### src/hdl/acal_pkg.sv
// shared types and constants for the accelerometer offset calibrator
// no dependencies; imported by acal_core, accel_offset_calibrator and the testbench
`default_nettype none

package acal_pkg;

  localparam int AXES     = 3;
  localparam int DATA_W   = 16;
  localparam int SCALED_W = 12;
  localparam int ONEG_W   = 11;
  localparam int CFG_IDX_W = 3;
  localparam int SCALE_SH = 4;

  // configuration register indexes
  typedef enum logic [CFG_IDX_W-1:0] {
    REG_USE_STORED = 3'd0,
    REG_STORED_X   = 3'd1,
    REG_STORED_Y   = 3'd2,
    REG_STORED_Z   = 3'd3,
    REG_ONE_G      = 3'd4
  } cfg_reg_t;

  typedef enum logic {
    ACT_SAMPLE  = 1'b0,
    ACT_RESTART = 1'b1
  } action_t;

  typedef struct packed {
    logic                         use_stored;
    logic [AXES-1:0][DATA_W-1:0]  stored_offset;
    logic [ONEG_W-1:0]            one_g;
  } cfg_t;

  typedef struct packed {
    action_t                      action;
    logic [AXES-1:0][DATA_W-1:0]  raw;
  } item_t;

  typedef struct packed {
    logic [AXES-1:0][DATA_W-1:0]  offset;
    logic                         calibrated;
    logic [AXES-1:0][DATA_W-1:0]  out;
  } res_t;

endpackage

`default_nettype wire

### src/hdl/acal_div.sv
// signed division by a fixed constant, truncating toward zero
// reciprocal multiply on the magnitude, exact for every input of the given width
// self-contained, no package import
`default_nettype none

module acal_div #(
  parameter int WIDTH   = 19,
  parameter int DIVISOR = 99
) (
  input  logic signed [WIDTH-1:0] num,
  output logic signed [WIDTH-1:0] quo
);

  localparam int SH = WIDTH + $clog2(DIVISOR);
  localparam int MW = WIDTH + 1;
  localparam int PW = SH + WIDTH;
  localparam logic [63:0] MULT64 = ((64'd1 << SH) + 64'(DIVISOR) - 64'd1) / 64'(DIVISOR);
  localparam logic [MW-1:0] MULT = MW'(MULT64);

  logic             neg;
  logic [WIDTH-1:0] mag;
  logic [PW-1:0]    prod;
  logic [WIDTH-1:0] qmag;

  always_comb begin
    neg  = num[WIDTH-1];
    mag  = neg ? WIDTH'(-num) : WIDTH'(num);
    prod = PW'(mag) * PW'(MULT);
    qmag = prod[SH +: WIDTH];
    quo  = neg ? -$signed(qmag) : $signed(qmag);
  end

endmodule

`default_nettype wire

### src/hdl/acal_core.sv
// per-item step logic and calibration state (countdown, per-axis sums/offsets)
// depends on acal_pkg and acal_div
`default_nettype none

module acal_core #(
  parameter int CALIB_SAMPLES = 100
) (
  input  logic          clk,
  input  logic          rst,
  input  logic          adv,
  input  acal_pkg::item_t item,
  input  acal_pkg::cfg_t  cfg,
  output acal_pkg::res_t  res
);
  import acal_pkg::*;

  localparam int CW    = $clog2(CALIB_SAMPLES + 1);
  localparam int SUM_W = (12 + $clog2(CALIB_SAMPLES) > 17) ? 12 + $clog2(CALIB_SAMPLES) : 17;

  function automatic logic [DATA_W-1:0] sat16(input logic signed [31:0] v);
    if (v > 32'sd32767) begin
      return 16'h7fff;
    end else if (v < -32'sd32768) begin
      return 16'h8000;
    end
    return v[DATA_W-1:0];
  endfunction

  logic [CW-1:0]           left;
  logic [CW-1:0]           left_next;
  logic signed [SUM_W-1:0] sum      [AXES];
  logic signed [SUM_W-1:0] sum_next [AXES];
  logic signed [SUM_W-1:0] quo      [AXES];
  logic signed [SCALED_W-1:0] scaled [AXES];
  logic signed [SUM_W:0]   diff     [AXES];

  for (genvar a = 0; a < AXES; a++) begin : g_div
    acal_div #(.WIDTH(SUM_W), .DIVISOR(CALIB_SAMPLES - 1)) u_div (
      .num (sum[a]),
      .quo (quo[a])
    );
  end

  always_comb begin
    logic signed [DATA_W-1:0] w;
    left_next = left;
    res       = '0;
    for (int a = 0; a < AXES; a++) begin
      w = $signed(item.raw[a]);
      // divide by 16 toward zero: bias negatives before the shift
      scaled[a] = SCALED_W'((w + (w[DATA_W-1] ? 16'sd15 : 16'sd0)) >>> SCALE_SH);
      sum_next[a] = sum[a];
      diff[a] = (SUM_W+1)'(scaled[a]) - (SUM_W+1)'(sum[a]);
    end
    if (item.action == ACT_RESTART) begin
      if (cfg.use_stored) begin
        left_next = '0;
        for (int a = 0; a < AXES; a++) begin
          sum_next[a] = SUM_W'($signed(cfg.stored_offset[a]));
        end
      end else begin
        left_next = CW'(CALIB_SAMPLES);
        for (int a = 0; a < AXES; a++) begin
          sum_next[a] = '0;
        end
      end
    end else if (left != '0) begin
      if (left == CW'(1)) begin
        // last calibration sample: mean becomes the offset, minus one g on z
        for (int a = 0; a < AXES; a++) begin
          sum_next[a] = quo[a];
        end
        sum_next[AXES-1] = quo[AXES-1] - $signed(SUM_W'(cfg.one_g));
      end else begin
        for (int a = 0; a < AXES; a++) begin
          sum_next[a] = sum[a] + SUM_W'(scaled[a]);
        end
      end
      left_next = left - CW'(1);
      for (int a = 0; a < AXES; a++) begin
        res.out[a] = DATA_W'(scaled[a]);
      end
    end else begin
      for (int a = 0; a < AXES; a++) begin
        res.out[a] = sat16(32'(diff[a]));
      end
    end
    res.calibrated = (left_next == '0);
    for (int a = 0; a < AXES; a++) begin
      res.offset[a] = res.calibrated ? sat16(32'(sum_next[a])) : '0;
    end
  end

  always_ff @(posedge clk) begin
    if (rst) begin
      left <= '0;
      for (int a = 0; a < AXES; a++) begin
        sum[a] <= '0;
      end
    end else if (adv) begin
      left <= left_next;
      for (int a = 0; a < AXES; a++) begin
        sum[a] <= sum_next[a];
      end
    end
  end

endmodule

`default_nettype wire

### src/hdl/accel_offset_calibrator.sv
// top level of the accelerometer offset calibrator: stream ports, input and
// result registers, configuration registers; depends on acal_pkg and acal_core
`default_nettype none

// channel   dir  handshake          payload
// s_*       in   s_tvalid/s_tready  tuser: action; tdata: raw_x, raw_y, raw_z
// m_*       out  m_tvalid/m_tready  tuser: calibrated; tdata: out_x..z, offset_x..z
// cfg_*     in   cfg_we             cfg_index, cfg_data (no read-back)
//
// one request per cycle sustained while the master side does not stall; a request
// accepted on the slave side is offered on the master side after it has passed
// the input register, then the result register
// the step logic between the two registers is one pass: scale, accumulate or
// divide by CALIB_SAMPLES-1 through a constant reciprocal multiply, subtract
// and saturate
// synchronous reset clears the countdown, sums, handshake state and cfg registers
// (one_g resets to 256); the block then passes samples through uncorrected
// a stalled result register holds its request; the input register keeps
// accepting as long as the result register can move on the same edge

module accel_offset_calibrator #(
  parameter int CALIB_SAMPLES = 100
) (
  input  logic        clk,
  input  logic        rst,
  // slave side
  input  logic        s_tvalid,
  output logic        s_tready,
  input  logic [47:0] s_tdata,   // raw_x [15:0], raw_y [31:16], raw_z [47:32]
  input  logic        s_tuser,   // action [0]
  // master side
  output logic        m_tvalid,
  input  logic        m_tready,
  output logic [95:0] m_tdata,   // out_x, out_y, out_z, offset_x, offset_y, offset_z
  output logic        m_tuser,   // calibrated [0]
  // configuration
  input  logic        cfg_we,
  input  logic [acal_pkg::CFG_IDX_W-1:0] cfg_index,
  input  logic [15:0] cfg_data
);
  import acal_pkg::*;

  logic  in_valid;
  item_t in_item;
  logic  adv;
  cfg_t  cfg;
  res_t  res;
  res_t  res_q;

  // item moves from the input register into the result register
  assign adv      = in_valid && (!m_tvalid || m_tready);
  assign s_tready = !in_valid || adv;

  always_ff @(posedge clk) begin
    if (rst) begin
      in_valid <= 1'b0;
    end else if (s_tvalid && s_tready) begin
      in_valid <= 1'b1;
    end else if (adv) begin
      in_valid <= 1'b0;
    end
  end

  // payload register, no reset needed
  always_ff @(posedge clk) begin
    if (s_tvalid && s_tready) begin
      in_item <= {action_t'(s_tuser), s_tdata};
    end
  end

  acal_core #(.CALIB_SAMPLES(CALIB_SAMPLES)) u_core (
    .clk  (clk),
    .rst  (rst),
    .adv  (adv),
    .item (in_item),
    .cfg  (cfg),
    .res  (res)
  );

  always_ff @(posedge clk) begin
    if (rst) begin
      m_tvalid <= 1'b0;
    end else if (adv) begin
      m_tvalid <= 1'b1;
    end else if (m_tready) begin
      m_tvalid <= 1'b0;
    end
  end

  always_ff @(posedge clk) begin
    if (adv) begin
      res_q <= res;
    end
  end

  assign m_tdata = {res_q.offset, res_q.out};
  assign m_tuser = res_q.calibrated;

  // configuration registers; indexes beyond the list are ignored
  always_ff @(posedge clk) begin
    if (rst) begin
      cfg.use_stored    <= 1'b0;
      cfg.stored_offset <= '0;
      cfg.one_g         <= ONEG_W'(256);
    end else if (cfg_we) begin
      unique case (cfg_reg_t'(cfg_index))
        REG_USE_STORED: cfg.use_stored       <= cfg_data[0];
        REG_STORED_X:   cfg.stored_offset[0] <= cfg_data;
        REG_STORED_Y:   cfg.stored_offset[1] <= cfg_data;
        REG_STORED_Z:   cfg.stored_offset[2] <= cfg_data;
        REG_ONE_G:      cfg.one_g            <= cfg_data[ONEG_W-1:0];
        default: ;
      endcase
    end
  end

endmodule

`default_nettype wire

### config.mk
export PLATFORM = sky130hd
export DESIGN_NAME = accel_offset_calibrator
export DESIGN_NICKNAME = d
export VERILOG_FILES = /design/src/hdl/acal_pkg.sv /design/src/hdl/acal_div.sv /design/src/hdl/acal_core.sv /design/src/hdl/accel_offset_calibrator.sv
export SDC_FILE = /design/constraint.sdc
export NUM_CORES = 2
export LEC_CHECK = 0
export ABC_AREA = 0
export BUFFER_PORTS_ARGS = -buffer_cell sky130_fd_sc_hd__buf_2
export CAP_MARGIN = 10
export CORE_UTILIZATION = 40
export CTS_CLUSTER_SIZE = 10
export DETAILED_ROUTE_END_ITERATION = 8
export PLACE_DENSITY = 0.64
export RECOVER_POWER = 100
export SLEW_MARGIN = 15
export SYNTH_ARGS = -nofsm -noshare
export SYNTH_HDL_FRONTEND = slang
export SYNTH_SLANG_ARGS = --single-unit
### constraint.sdc
create_clock -name clk -period 11.87 [get_ports clk]
set_clock_uncertainty 0.05 [all_clocks]
set_input_delay 1.7805 -clock clk [delete_from_list [all_inputs] [get_ports clk]]
set_output_delay 1.7805 -clock clk [all_outputs]
set_load 0.03 [all_outputs]
==> Word-level counts from Yosys, hierarchy flattened <==
Memories as Yosys holds them, arrays and structs flattened.
Index checks and enable logic that the tools add are counted.
W data, S select, Z words.
{ "word_totals": {"regBits": 215, "latch_bits": 0, "ramBits": 57, "mem_bits_ro": 0, "word_cells": 141, "memories": 1} }
{ "memory_table": {"columns": ["name", "depth", "width", "read_ports", "rd_clocked_by_memory_dff", "wr", "line_no", "text"], "rows": [
  ["u_core.sum", 3, 19, 3, 0, 3, "acal_core.sv:31", "logic signed [SUM_W-1:0] sum [AXES];"]
]} }
{ "op_classes": {"add_sub_neg": 17, "n_mul": 3, "n_div": 0, "order_cmp": 12, "n_eq_ne": 5, "shift": 0, "mux": 65, "n_bitwise": 3, "reduce_logical": 16} }
{ "op_table": {"columns": ["cell", "count"], "rows": [
  ["$mux W16", 18],
  ["$mux W57", 4],
  ["$mux W19", 9],
  ["$mul A19 B18 Y37 const B", 3],
  ["$gt A20 B16 Y1 const B", 3],
  ["$lt A20 B16 Y1 const B", 3],
  ["$sub A12 B19 Y20", 3],
  ["$add A19 B12 Y19", 3],
  ["$gt A19 B16 Y1 const B", 3],
  ["$lt A19 B16 Y1 const B", 3],
  ["$neg A13 Y19", 3],
  ["$neg A19 Y19", 3],
  ["$add A16 B5 Y16", 3],
  ["$mux W48", 1],
  ["$mux W1", 27],
  ["$mux W7", 3],
  ["$sub A19 B12 Y19", 1],
  ["$mux W4", 3],
  ["$reduce_and A2 Y1", 5],
  ["$eq A7 B1 Y1 const B", 1],
  ["$logic_not A7 Y1", 1],
  ["$reduce_bool A7 Y1", 1],
  ["$sub A7 B1 Y7 const B", 1],
  ["$eq A3 B2 Y1 const B", 2],
  ["other kinds (8)", 14]
]} }

==> Longest topological paths before layout <==
An unclocked memory read counts as a cell.
{ "depth": {"depth_word": 14, "mapped_depth": 49} }

==> By module <==
Synthesis repeated with hierarchy kept, for this count alone.
{ "unflattened": {"cells_unflattened": 4663, "hier_area_um2": 41853.9} }
{ "by_module_without_submodules": {"columns": ["mod", "n_inst", "cells_each", "area_per_inst_um2", "seq_area_each_um2"], "rows": [
  ["acal_core", 1, 1726, 12255.5, 1851.8],
  ["acal_div at u_core.g_div[2].u_div", 1, 876, 7712.4, 0.0],
  ["acal_div at u_core.g_div[0].u_div", 1, 838, 7534.7, 0.0],
  ["acal_div at u_core.g_div[1].u_div", 1, 850, 7443.4, 0.0],
  ["accel_offset_calibrator", 1, 373, 6907.9, 5625.4]
]} }

==> Least setup slack after synthesis <==
No wires, ideal clock.
{ "synth_timing": {"path_kind": "reg-to-reg", "from": "memory u_core.sum[0][38] in the netlist's numbering", "to": "register res_q, in the netlist m_tdata[87], data pin", "setup_ps": 274, "arrival_time_ps": 10210, "required_time_ps": 11546, "setup_slack_ps": 1336, "path_stages_with_launch": 44, "n_path_buf": 2, "period_less_slack_ps": 10534, "path_cell_list": "edfxtp_1 inv_1 ha_1 nand3_1 nor3_1 nand2_1 nor3_1 a31oi_1 xnor2_1 inv_1 fa_1 inv_1 fa_1 ha_1 fa_1 fa_1 inv_1 fa_1 [... 8 more ...] or4_1 buf_2 nor2_1 mux2i_1 o221ai_1 xor2_1 ha_1 or3_1 o21ai_0 a21oi_1 a21o_1 a21o_1 a21oi_1 a41oi_1 a211o_1 a31oi_4 buf_6 o31ai_2"} }
{ "synth_rtl": {"columns": ["item", "line_no", "text"], "rows": [
  ["start: declaration", "acal_core.sv:31", null],
  ["end signal: assignment", "accel_offset_calibrator.sv:92", "res_q <= res;"],
  ["end: declaration", "accel_offset_calibrator.sv:48", "res_t res_q;"]
]} }

==> summary.md <==
| Metric | Value |
|---|---|
| CP max stage cell | `a2111oi_0` |
| Worst slew margin | `-1.54` |
| Status | `complete, but fails checks` |
| Reg2Reg Depth | `33` |
| WHS Endpoint | `cfg[3]` |
| Vias in the first global route | `31300` |
| Wire length per cell | `19.0 µm` |
| Hold crit path type | `flip-flop to flip-flop` |
| WHS Path Cells | `2` |
| Clock Pin Slew Worst Setup and Hold Paths | `0.06 ns` |
| Site Rows | `115` |
| Post-synth top area share | `0.202` |
| Cell variety after synth | `90` |
| Post-synth top flop | `edfxtp_1` |
| Root Driver | `clkbuf_16` |
| Die ar. | `101000 µm²` |
| Die Height | `318 µm` |
| Dpl cells | `5826` |
| Max clock buf depth | `3` |
| Final setup margin | `0.514 ns` |
| Max-slew violation count | `360` |
| Worst path required time | `roughly 12 ns` |
| Share of layout cells above drive strength 1 | `0.0541` |
| Post-Route WL | `112000 µm` |
| Cells after Synth | `4434` |
| DRC violations left | `0` |
| Post-DR vias/cell | `between 5 and 6` |
| Fin. Hold Viols | `0` |
| CTS Sinks | `272` |
| Final #Nets | `5652` |
| Initial antenna violation count | `22` |
| EDFF count, synth | `between 200 and 250` |
| CP endpoint kind | `flip-flop` |
| RR Startpoint | `u_core.sum[0][20]` |
| GPL Wtd Cong | `0.931` |
| Syn_nets | `5507` |
| TritonCTS clock tree | `done` |
| Ys async rst share | `0` |
| Grt ovf | `0` |
| Setup Crit Path Kind | `flip-flop to flip-flop` |
| PortBufs | `171` |
| Flops & latches, synth | `about 270` |
| Initial Utilization | `0.404` |
| DR pass1 iterations | `6` |
| Final Cycle Share | `0.957` |
| Critical Path AT | `11.65 ns` |
| Failing checks | `capacitance limit, slew limit` |
| Number of DRC markers in iteration 0 | `between 2000 and 2500` |
| RR Endpoint | `m_tdata[67]` |
| R2R Setup Slk | `between 0.5 and 0.6 ns` |
| Slew @ Worst Pin | `3.82 ns` |
| Commonest cells post-synth | `inv_1 (842), ha_1 (597), fa_1 (403)` |
| Via Count | `31700` |
| Crit path time final | `about 11 ns` |
| Mapped Avg Cell Area | `8.99 µm²` |
| Ports | `172` |
| Core region area | `98600 µm²` |
| DIE WIDTH | `318 µm` |
| Main area contributors after synthesis | `fa_1 (20%), ha_1 (19%), edfxtp_1 (15%)` |
| Hold Path Origin | `cfg[3]` |
| HPWL after detailed placement | `91400 µm` |
| Crit-path max FO | `15` |
| Largest net degree at the start of global routing | `70` |
| Total track usage | `0.222` |
| Final std cells w/o fill | `5900` |
| Layout Area Growth over Synthesis | `8.95%` |
| Inserted Clock Buffers | `36` |
| CTS H-tree depth | `2` |
| Clk_lat worst skew | `~0.60 ns` |
| Slowest stage delay, CP | `0.77 ns` |
| Hold slack | `0.403 ns` |
| First-pass GRT wire length | `177000 µm` |
| Critical Path Start | `u_core.sum[0][20]` |
| CTS Hold Bufs | `0` |
| Final count of negative-setup-slack endpoints | `0` |
| Post-place setup slack | `0.212 ns` |
| Most frequent cell after synthesis | `inv_1` |
| Syn. warnings | `0` |
| Cell taking the most area after synthesis | `fa_1` |
| Register area share after synthesis | `0.188` |
| Critical path startpoint category | `flip-flop` |
| Antenna Nets Post-Route | `0` |
| Cell Area, Synth | `39800 µm²` |
| Max-Cap Viols | `7` |
| Max Clock Freq | `approximately 0.088 GHz` |
## worst max-delay path: cells and delay by family, from the launching register on
kind / cells / cell delay (ns)
compound gates: 7 / 2.47
buf+inv: 7 / 1.54
flops: 1 / 0.46
simple gates: 11 / 3.32
fa+ha+maj: 8 / 3.23
## timing repair
item / 4_1_cts / 5_1_grt
setup buffers: 0 / 2
endpoints found under the setup margin: 0 / 19
resized for setup: 0 / 7
## cells in the final DEF (no fill, tap or decap), types with 45 or more instances in the layout
cell,instances
a21oi_1,285
dfxtp_1,68
nor2b_1,48
a21o_1,51
o21ai_0,177
edfxtp_1,203
a211oi_1,61
inv_1,841
nor3_1,66
buf_4,67
nand3_1,62
buf_2,70
nor2_1,262
ha_1,597
clkbuf_1,126
xnor2_1,219
a31oi_1,45
fa_1,403
nand2_1,323
xor2_1,62
## final cells by class
type                       instances  area [µm²]
sequential                       272        7480
clock buffer                      57        1010
fill                            9678       55200
antenna                            7        17.5
clock inverter                     8         125
timing repair buffer             247        1300
tap                             1287        1610
multi-input combinational       3174       28700
inverter                         848        3180
## how the worst max path moves through the flow
stage / to / slack [ns] / cells past startpoint
4_1_cts: m_tdata[82] / 0.18 / 46
5_1_grt: m_tdata[82] / -0.005 / 49
2_1_floorplan: m_tdata[87] / 1.34 / 43
3_5_place_dp: m_tdata[82] / 0.21 / 46
3_3_place_gp: m_tdata[82] / 0.45 / 48
6_report: m_tdata[67] / 0.51 / 33
## metal layers
layer	GRT usage	vias up	part of all wire
met4	0.0737	18	0.034
met3	0.0301	172	0.061
met2	0.370	839	0.47
met5	0	-	0.0010
li1	-	15200	-
met1	0.296	15500	0.43
## state kept, by name, indices dropped and copies added, names as in the netlist
| signal | flops |
|---|---|
| m_tdata | 96 |
| u_core.sum | 57 |
| m_tvalid | 1 |
| in_item | 49 |
| m_tuser | 1 |
| in_valid | 1 |
| cfg | 60 |
| u_core.left | 7 |
## cell families (layout without fill, tap and decap cells)
| group | after synthesis | in the layout | share of synthesized area |
|---|---|---|---|
| flip-flops | 272 | 272 | 0.188 |
| adder cells (fa/ha/maj) | 1002 | 1002 | 0.390 |
| XOR/XNOR | 285 | 285 | 0.0630 |
| other | 0 | 7 | 0 |
| AND/OR/NAND/NOR | 975 | 975 | 0.115 |
| AO/OA/AOI/OAI | 904 | 904 | 0.149 |
| multiplexers | 8 | 8 | 0.00207 |
| buffers and inverters | 988 | 1160 | 0.0935 |
## metrics by stage
stage | setup TNS [ns] | instance area [µm²] | utilization
CTS | 0 | 43500 | 0.441
detailed placement | 0 | 42300 | 0.430
floorplan | 0 | 39800 | -
global placement | 0 | 42300 | 0.430
global route | -0.00518 | 43400 | 0.440
finish | 0 | 43400 | 0.440
Power is not shown: default switching activity piles up to over one toggle a cycle in this logic, so the estimate is an artifact.
